<file path="config.mk">
export PLATFORM = sky130hd
export DESIGN_NAME = priority_bucketed_waiter_queue
export DESIGN_NICKNAME = d
export VERILOG_FILES = /design/src/rtl/pbwq_pkg.sv /design/src/rtl/priority_bucketed_waiter_queue.sv /design/src/rtl/pbwq_ctrl.sv /design/src/rtl/pbwq_dp.sv
export VERILOG_INCLUDE_DIRS = /design/src /design/src/rtl
export SDC_FILE = /design/constraint.sdc
export NUM_CORES = 1
export LEC_CHECK = 0
export CORE_UTILIZATION = 57
export CTS_CLUSTER_SIZE = 14
export DETAILED_ROUTE_END_ITERATION = 12
export DONT_BUFFER_PORTS = 1
export HOLD_SLACK_MARGIN = 0.08
export PLACE_DENSITY = 0.75
export SKIP_CTS_REPAIR_TIMING = 1
export SYNTH_ARGS = -nofsm -noshare
export SYNTH_HDL_FRONTEND = slang
export SYNTH_SLANG_ARGS = --single-unit
</file>
<file path="constraint.sdc">
create_clock -name i_clk -period 3.5 [get_ports i_clk]
set_clock_uncertainty 0.1 [all_clocks]
set_input_delay 0.175 -clock i_clk [delete_from_list [all_inputs] [get_ports i_clk]]
set_output_delay 0.175 -clock i_clk [all_outputs]
set_load 0.03 [all_outputs]
</file>
<file path="src/rtl/priority_bucketed_waiter_queue_defines.svh">
// Assertion macros for the priority bucketed waiter queue.
// Used by pbwq_ctrl and pbwq_dp; expects i_clk and i_rst_n in scope.
`ifndef PRIORITY_BUCKETED_WAITER_QUEUE_DEFINES_SVH
`define PRIORITY_BUCKETED_WAITER_QUEUE_DEFINES_SVH

// same-cycle implication
`define PBWQ_ASSERT_NOW(label, ante, cons) \
    label: assert property (@(posedge i_clk) disable iff (!i_rst_n) (ante) |-> (cons)) \
        else $error("pbwq assertion failed");

// next-cycle implication
`define PBWQ_ASSERT_NEXT(label, ante, cons) \
    label: assert property (@(posedge i_clk) disable iff (!i_rst_n) (ante) |=> (cons)) \
        else $error("pbwq assertion failed");

`endif

</file>
<file path="src/rtl/pbwq_pkg.sv">
// Shared types and constants for the priority bucketed waiter queue.
// No dependencies; imported by pbwq_ctrl, pbwq_dp and the top level.
`default_nettype none

package pbwq_pkg;

    localparam int LEVELS = 8;
    localparam int SLOTS  = 16;

    // fixed field widths
    localparam int SLOT_W = 4;
    localparam int LVL_W  = 3;
    localparam int OP_W   = 2;
    localparam int STS_W  = 2;

    localparam logic [OP_W-1:0] OP_ENQ  = 2'd0;
    localparam logic [OP_W-1:0] OP_PEEK = 2'd1;
    localparam logic [OP_W-1:0] OP_REM  = 2'd2;

    localparam logic [STS_W-1:0] STS_OK       = 2'd0;
    localparam logic [STS_W-1:0] STS_EMPTY    = 2'd1;
    localparam logic [STS_W-1:0] STS_CONFLICT = 2'd2;

    typedef enum logic [1:0] {
        S_IDLE,
        S_EXEC,
        S_HEAD
    } t_state;

    typedef struct packed {
        logic capture;  // latch request, look up level
        logic exec;     // update links and bucket ends
        logic finish;   // find head, load result register
    } t_dp_cmd;

    typedef struct packed {
        logic out_free; // result register can take a new result
    } t_dp_sts;

endpackage

`default_nettype wire

</file>
<file path="src/rtl/priority_bucketed_waiter_queue.sv">
// Priority bucketed waiter queue: one linked FIFO of waiter slots per level.
// Request channel s_axis (tuser = opcode; tdata = slot, priority), result
// channel m_axis (tdata = status, head slot, empty flag), and a one-bit
// fifo_mode config write channel (always ready; write only while idle).
// Every request gives exactly one result, in request order. Opcode enqueue
// appends the slot to its level, peek reports the head, remove unlinks the
// slot; misuse is reported in the status field and leaves the state alone.
// A request is captured, the links and bucket ends are updated, and then the
// head search loads the result register; the next request is taken while the
// head search runs, provided the result register is free for the new result.
// A stalled result holds in the output register; the block takes one more
// request, works on it, and then waits until the result has been taken.
// Reset (synchronous, active low) empties every bucket, clears fifo_mode
// and drops any pending result; no clearing pass, ready the cycle after.
// Depends on pbwq_pkg, pbwq_ctrl and pbwq_dp.
`default_nettype none

module priority_bucketed_waiter_queue (
    input  wire        i_clk,
    input  wire        i_rst_n,
    input  wire        s_axis_tvalid,
    output logic       s_axis_tready,
    input  wire  [7:0] s_axis_tdata,   // [3:0] waiter_slot, [6:4] waiter_priority, [7] zero
    input  wire  [1:0] s_axis_tuser,   // [1:0] opcode
    output logic       m_axis_tvalid,
    input  wire        m_axis_tready,
    output logic [7:0] m_axis_tdata,   // [1:0] status, [5:2] head_slot, [6] queue_empty, [7] 0
    input  wire        i_cfg_valid,
    output logic       o_cfg_ready,
    input  wire        i_cfg_data      // fifo_mode
);
    import pbwq_pkg::*;

    t_dp_cmd           cmd;
    t_dp_sts           sts;
    logic [STS_W-1:0]  status;
    logic [SLOT_W-1:0] head_slot;
    logic              queue_empty;

    assign o_cfg_ready = 1'b1;

    pbwq_ctrl u_ctrl (
        .i_clk       (i_clk),
        .i_rst_n     (i_rst_n),
        .i_req_valid (s_axis_tvalid),
        .o_req_ready (s_axis_tready),
        .i_sts       (sts),
        .o_cmd       (cmd)
    );

    pbwq_dp u_dp (
        .i_clk           (i_clk),
        .i_rst_n         (i_rst_n),
        .i_cmd           (cmd),
        .o_sts           (sts),
        .i_cfg_we        (i_cfg_valid),
        .i_cfg_fifo_mode (i_cfg_data),
        .i_opcode        (s_axis_tuser),
        .i_slot          (s_axis_tdata[3:0]),
        .i_priority      (s_axis_tdata[6:4]),
        .o_out_valid     (m_axis_tvalid),
        .i_out_ready     (m_axis_tready),
        .o_status        (status),
        .o_head_slot     (head_slot),
        .o_queue_empty   (queue_empty)
    );

    assign m_axis_tdata = {1'b0, queue_empty, head_slot, status};

endmodule

`default_nettype wire

</file>
<file path="src/rtl/pbwq_ctrl.sv">
// Sequencer for the waiter queue: capture, update, head search.
// Depends on pbwq_pkg and the assertion macro header.
`default_nettype none

`include "priority_bucketed_waiter_queue_defines.svh"

module pbwq_ctrl (
    input  wire                   i_clk,
    input  wire                   i_rst_n,
    input  wire                   i_req_valid,
    output logic                  o_req_ready,
    input  wire pbwq_pkg::t_dp_sts i_sts,
    output pbwq_pkg::t_dp_cmd     o_cmd
);
    import pbwq_pkg::*;

    t_state r_state;
    t_state n_state;

    always_ff @(posedge i_clk) begin
        if (!i_rst_n) begin
            r_state <= S_IDLE;
        end else begin
            r_state <= n_state;
        end
    end

    always_comb begin
        n_state     = r_state;
        o_req_ready = 1'b0;
        o_cmd       = '0;
        case (r_state)
            S_IDLE: begin
                o_req_ready = 1'b1;
                if (i_req_valid) begin
                    o_cmd.capture = 1'b1;
                    n_state       = S_EXEC;
                end
            end
            S_EXEC: begin
                o_cmd.exec = 1'b1;
                n_state    = S_HEAD;
            end
            S_HEAD: begin
                // next request overlaps the head search once the result can leave
                if (i_sts.out_free) begin
                    o_cmd.finish = 1'b1;
                    o_req_ready  = 1'b1;
                    if (i_req_valid) begin
                        o_cmd.capture = 1'b1;
                        n_state       = S_EXEC;
                    end else begin
                        n_state = S_IDLE;
                    end
                end
            end
            default: begin
                n_state = S_IDLE;
            end
        endcase
    end

    `PBWQ_ASSERT_NEXT(a_accept_to_exec, i_req_valid && o_req_ready, r_state == S_EXEC)
    `PBWQ_ASSERT_NEXT(a_exec_to_head, r_state == S_EXEC, r_state == S_HEAD)
    `PBWQ_ASSERT_NOW(a_idle_ready, r_state == S_IDLE, o_req_ready)

endmodule

`default_nettype wire

</file>
<file path="src/rtl/pbwq_dp.sv">
// Datapath: per-slot links, per-level bucket ends, head search, result register.
// Depends on pbwq_pkg and the assertion macro header.
`default_nettype none

`include "priority_bucketed_waiter_queue_defines.svh"

module pbwq_dp (
    input  wire                             i_clk,
    input  wire                             i_rst_n,
    input  wire pbwq_pkg::t_dp_cmd          i_cmd,
    output pbwq_pkg::t_dp_sts               o_sts,
    input  wire                             i_cfg_we,
    input  wire                             i_cfg_fifo_mode,
    input  wire [pbwq_pkg::OP_W-1:0]        i_opcode,
    input  wire [pbwq_pkg::SLOT_W-1:0]      i_slot,
    input  wire [pbwq_pkg::LVL_W-1:0]       i_priority,
    output logic                            o_out_valid,
    input  wire                             i_out_ready,
    output logic [pbwq_pkg::STS_W-1:0]      o_status,
    output logic [pbwq_pkg::SLOT_W-1:0]     o_head_slot,
    output logic                            o_queue_empty
);
    import pbwq_pkg::*;

    logic                r_fifo_mode;

    logic [SLOT_W-1:0]   r_next  [SLOTS];
    logic [SLOT_W-1:0]   r_prev  [SLOTS];
    logic [LVL_W-1:0]    r_level [SLOTS];
    logic [SLOTS-1:0]    r_queued;
    logic [SLOT_W-1:0]   r_head  [LEVELS];
    logic [SLOT_W-1:0]   r_tail  [LEVELS];
    logic [LEVELS-1:0]   r_nonempty;

    logic [OP_W-1:0]     r_op;
    logic [SLOT_W-1:0]   r_slot;
    logic [LVL_W-1:0]    r_lv;
    logic [LVL_W-1:0]    n_lv;
    logic [STS_W-1:0]    r_status;

    logic                r_out_valid;
    logic [STS_W-1:0]    r_out_status;
    logic [SLOT_W-1:0]   r_out_head;
    logic                r_out_empty;

    // capture: level of the request
    always_comb begin
        if (i_opcode == OP_ENQ) begin
            if (r_fifo_mode) begin
                n_lv = '0;
            end else if (32'(i_priority) >= LEVELS) begin
                n_lv = LVL_W'(LEVELS - 1);
            end else begin
                n_lv = i_priority;
            end
        end else begin
            n_lv = r_level[i_slot];
        end
    end

    // exec: lookups at the latched slot and level
    logic              slot_ok;
    logic              is_queued;
    logic              lv_used;
    logic [SLOT_W-1:0] lv_head;
    logic [SLOT_W-1:0] lv_tail;
    logic [SLOT_W-1:0] s_next;
    logic [SLOT_W-1:0] s_prev;
    logic              do_enq;
    logic              do_rem;
    logic              conflict;

    always_comb begin
        slot_ok   = 32'(r_slot) < SLOTS;
        is_queued = r_queued[r_slot];
        lv_used   = r_nonempty[r_lv];
        lv_head   = r_head[r_lv];
        lv_tail   = r_tail[r_lv];
        s_next    = r_next[r_slot];
        s_prev    = r_prev[r_slot];
        do_enq    = i_cmd.exec && (r_op == OP_ENQ) && slot_ok && !is_queued;
        do_rem    = i_cmd.exec && (r_op == OP_REM) && slot_ok && is_queued;
        conflict  = ((r_op == OP_ENQ) && (!slot_ok || is_queued)) ||
                    ((r_op == OP_REM) && (!slot_ok || !is_queued));
    end

    // link arrays, one write per array per cycle
    always_ff @(posedge i_clk) begin
        if (i_cmd.capture) begin
            r_op   <= i_opcode;
            r_slot <= i_slot;
            r_lv   <= n_lv;
        end
        if (i_cmd.exec) begin
            r_status <= conflict ? STS_CONFLICT : STS_OK;
        end
        if (do_enq) begin
            if (lv_used) begin
                r_next[lv_tail] <= r_slot;
                r_prev[r_slot]  <= lv_tail;
            end else begin
                r_head[r_lv] <= r_slot;
            end
            r_tail[r_lv]    <= r_slot;
            r_level[r_slot] <= r_lv;
        end
        if (do_rem) begin
            if (lv_head == r_slot && lv_tail == r_slot) begin
                // last waiter of the bucket: only the queued and nonempty bits change
            end else if (lv_head == r_slot) begin
                r_head[r_lv] <= s_next;
            end else if (lv_tail == r_slot) begin
                r_tail[r_lv] <= s_prev;
            end else begin
                r_next[s_prev] <= s_next;
                r_prev[s_next] <= s_prev;
            end
        end
    end

    always_ff @(posedge i_clk) begin
        if (!i_rst_n) begin
            r_queued    <= '0;
            r_nonempty  <= '0;
            r_fifo_mode <= 1'b0;
        end else begin
            if (i_cfg_we) begin
                r_fifo_mode <= i_cfg_fifo_mode;
            end
            if (do_enq) begin
                r_queued[r_slot] <= 1'b1;
                r_nonempty[r_lv] <= 1'b1;
            end
            if (do_rem) begin
                r_queued[r_slot] <= 1'b0;
                if (lv_head == r_slot && lv_tail == r_slot) begin
                    r_nonempty[r_lv] <= 1'b0;
                end
            end
        end
    end

    // head search over the bucket flags
    logic [LVL_W-1:0]  top_lv;
    logic              any_used;
    logic [SLOT_W-1:0] top_head;

    always_comb begin
        top_lv = '0;
        for (int i = 0; i < LEVELS; i++) begin
            if (r_nonempty[i]) begin
                top_lv = LVL_W'(i);
            end
        end
        any_used = |r_nonempty;
        top_head = any_used ? r_head[top_lv] : '0;
    end

    always_ff @(posedge i_clk) begin
        if (!i_rst_n) begin
            r_out_valid <= 1'b0;
        end else if (i_cmd.finish) begin
            r_out_valid <= 1'b1;
        end else if (i_out_ready) begin
            r_out_valid <= 1'b0;
        end
    end

    always_ff @(posedge i_clk) begin
        if (i_cmd.finish) begin
            r_out_status <= ((r_op == OP_PEEK) && !any_used) ? STS_EMPTY : r_status;
            r_out_head   <= top_head;
            r_out_empty  <= !any_used;
        end
    end

    assign o_sts.out_free = !r_out_valid || i_out_ready;
    assign o_out_valid    = r_out_valid;
    assign o_status       = r_out_status;
    assign o_head_slot    = r_out_head;
    assign o_queue_empty  = r_out_empty;

    `PBWQ_ASSERT_NOW(a_empty_means_none_queued, r_nonempty == '0, r_queued == '0)
    `PBWQ_ASSERT_NOW(a_empty_head_zero, r_out_valid && r_out_empty, r_out_head == '0)
    `PBWQ_ASSERT_NEXT(a_finish_loads_result, i_cmd.finish, r_out_valid)

endmodule

`default_nettype wire

</file>
==> results.txt <==
Overall power = 7.687 mW
Cell area after synthesis = 12500 sq um
Number of fill cells = 1390
Pre-CTS setup slack = -0.03276 ns
CP Max Fanout = 21
Slowest stage delay, CP = 0.53 ns
Synth top area cells = edfxtp_1 (62%), mux4_2 (13%), dfxtp_1 (5.6%), nor2_1 (2.0%), a21oi_1 (1.7%)
Initial antenna violation count = 0
Final Cycle Share = 99.49%
Required @ worst endpoint = 3.57 ns
WL/cell = 24.23 microns
Hold_ws = 0.2102 ns
HP Class = primary input to flip-flop
# DRC = 0
Syn Area/Cell = 16.71 sq um
Port Buffers = 0
Final HPWL DP = 17930 microns
Largest net degree at the start of global routing = 33
Worst hold stages = 1
Fin crit period = 3.482 ns
Clock slew at reported path FFs = 0.06 ns
Post-synth ARST share = 0%
Area added between synthesis and finish = 13.91%
Via Count = 7182
Predominant post-synthesis flop cell = edfxtp_1
Skew-Pair Late Insertion Delay = 0.55 ns
Status = complete, no violations
Power per cell area = 540.0 nW/um^2
TritonCTS clock tree = yes
TritonRoute pass-1 iters = 5
Die height = 150.1 microns
WS Path Type = flip-flop to flip-flop
#FFs+latches synth = 292
Area leader, netlist = edfxtp_1
R2R cell count = 9
CTS HTree Levels = 1
Gp weighted congestion = 0.8461
Finished Cell Area = 14230 sq um
Post-Syn Instances = 748
CORE AREA = 21290 sq um
Post-synthesis sequential area ratio = 67.36%
Slew HR = 42.85%
WP buf/inv = 2
Setup violations, final = 0
R2R Setup Slk = 0.02 ns
Layout cells sized above 1 = 27.36%
Critical Path AT = 3.56 ns
Placed Area = 13060 sq um
Highest clock rate = 0.2872 GHz
Post-synth EDFFs = 257
CTS sink count = 292
# IOs = 27
Starting DRT DRC Count = 729
Critical path cell sequence = buf_12, mux4_2, mux2i_2, xor2_1, nand3_1, o31ai_2, buf_4, o21ai_0, a21oi_1
Final Max Slew Viols = 0
Post-route ant nets = 0
First-pass GRT wire length = 40790 microns
CP Launch Type = flip-flop
Net Count, Synth = 764
Max-cap violations = 0
Number of diodes = 0
CTS max path bufs = 3
Root buf cell = clkbuf_16
Gr usage total = 24.35%
Total CTS buffers = 29
Hold_sp = s_axis_tdata[0]
P_leak = 4.632 nW
Post-synth top area share = 61.75%
Dpl cells = 1034
Nets = 821
Hold Fails Final Rpt = 0
Setup crit end kind = flip-flop
CP max-delay cell = mux4_2
Starting density of the core = 58.71%
WL final = 26670 microns
Hold endpoint = u_dp.r_slot[0]$_DFFE_PP_
Yosys warning count = 0
Fin cells = 1101
Die area = 22520 sq um
Worst Tran Pin Value = 0.8544 ns
Overflow after GRT = 0
Via density = 6.523
Vias in the first global route = 7236
RSZ-0062 raised after global routing = yes
Max rail drop VDD = 0.4827 mV
FP Rows = 53
Top delay family on crit path = compound AO/OA/AOI/OAI gates
Min setup slack post-route = 0.01786 ns
Die X = 150.1 microns
Reg2reg end = u_dp.r_next[10][1]$_DFFE_PP_
Synth cell types = 61
worst max path at each step:
stage | startpoint | to | slack (ns) | depth (start not counted)
floorplan | flip-flop | u_dp.r_prev[0][3]$_DFFE_PP_ | 0.28 | 9
global placement | flip-flop | u_dp.r_prev[8][1]$_DFFE_PP_ | 0.08 | 7
detailed placement | flip-flop | u_dp.r_prev[8][1]$_DFFE_PP_ | -0.03 | 7
CTS | flip-flop | u_dp.r_prev[8][2]$_DFFE_PP_ | -0.03 | 7
global route | flip-flop | u_dp.r_next[10][1]$_DFFE_PP_ | -0.12 | 9
finish | flip-flop | u_dp.r_next[10][1]$_DFFE_PP_ | 0.02 | 9
worst reg2reg max path, stage by stage (launching register included):
cell and delay, ns:
dfxtp_1 0.36, buf_12 0.19, mux4_2 0.54, mux2i_2 0.27, xor2_1 0.18, nand3_1 0.20
o31ai_2 0.24, buf_4 0.27, o21ai_0 0.24, a21oi_1 0.51
placed cells by master, fill, tap and decap left out, types with 17 or more instances in the layout:
master and n:
a21oi_1 29, mux2_2 17, mux4_2 74, buf_4 49, dfxtp_1 33, inv_1 18
edfxtp_1 257, nor2_1 68, o21ai_0 32, clkbuf_16 30
synthesized netlist by cell type, types with 3 or more instances:
library cell	count
edfxtp_1	257
mux4_2	74
nor2_1	68
a21oi_1	43
o21ai_0	36
dfxtp_1	35
inv_1	18
mux2_2	17
clkbuf_1	15
buf_2	14
mux2i_1	14
or3_1	11
nand2_1	9
nand2b_1	9
nor2b_1	9
o221a_2	8
nand4_1	7
o22ai_1	7
o221a_1	6
a22o_1	5
nand3_1	5
xnor2_1	5
a31oi_1	4
a41oi_1	4
buf_1	4
buf_4	4
buf_6	4
mux2_4	4
a211o_1	3
nand3b_1	3
o211a_1	3
o211ai_1	3
o41ai_1	3
or2_2	3
xor2_1	3
logic make-up after synthesis:
kind of cell           share of synthesized area (%)
buffers and inverters                          2.393
XOR/XNOR                                      0.5607
other                                        0.06009
AND/OR/NAND/NOR                                5.587
flip-flops                                     67.36
AO/OA/AOI/OAI                                  7.359
multiplexers                                   16.68
flip-flops by register name, indices dropped and copies added (netlist names), named ones only:
signal and count:
u_dp.o_head_slot 4, u_dp.r_op 2, u_dp.r_lv 3, u_dp.o_queue_empty 1
u_dp.r_fifo_mode 1, u_dp.r_next 64, u_dp.r_level 48, u_dp.r_tail 32
u_dp.r_head 32, u_dp.r_nonempty 8, u_dp.r_status 1, u_dp.o_out_valid 1
u_dp.r_queued 16, u_ctrl.r_state 2, u_dp.o_status 2, u_dp.r_slot 4
u_dp.r_prev 64
where the power goes:
group / internal, mW / total, mW / switching [mW]
combinational: 0.297 / 0.721 / 0.424
clock: 1.81 / 3.05 / 1.24
sequential: 3.86 / 3.92 / 0.0523
area by class of cell:
| class | count | area, sq um | area share (%) |
|---|---|---|---|
| clock inverter | 15 | 142.6 | 1.002 |
| clock buffer | 37 | 797.0 | 5.599 |
| inverter | 18 | 67.56 | 0.4746 |
| multi-input combinational | 396 | 3865 | 27.15 |
| sequential | 292 | 8421 | 59.15 |
| timing repair buffer | 68 | 598.1 | 4.201 |
| tap | 275 | 344.1 | 2.417 |
per-stage QoR:
stage	TNS (ns)	utilization, %
CTS	-0.1606	65.79
global placement	0	61.37
detailed placement	-0.1305	61.37
floorplan	0	-
global route	-1.827	66.87
finish	0	66.87
layer usage:
| metal | up-vias | track usage [%] | part of all wire [%] |
|---|---|---|---|
| met5 | - | 0 | 0 |
| met4 | 0 | 8.131 | 2.7 |
| met2 | 333 | 39.10 | 50 |
| met1 | 3673 | 34.18 | 40 |
| li1 | 3122 | - | - |
| met3 | 54 | 3.994 | 7.4 |
(Power assumes the default switching activity.)
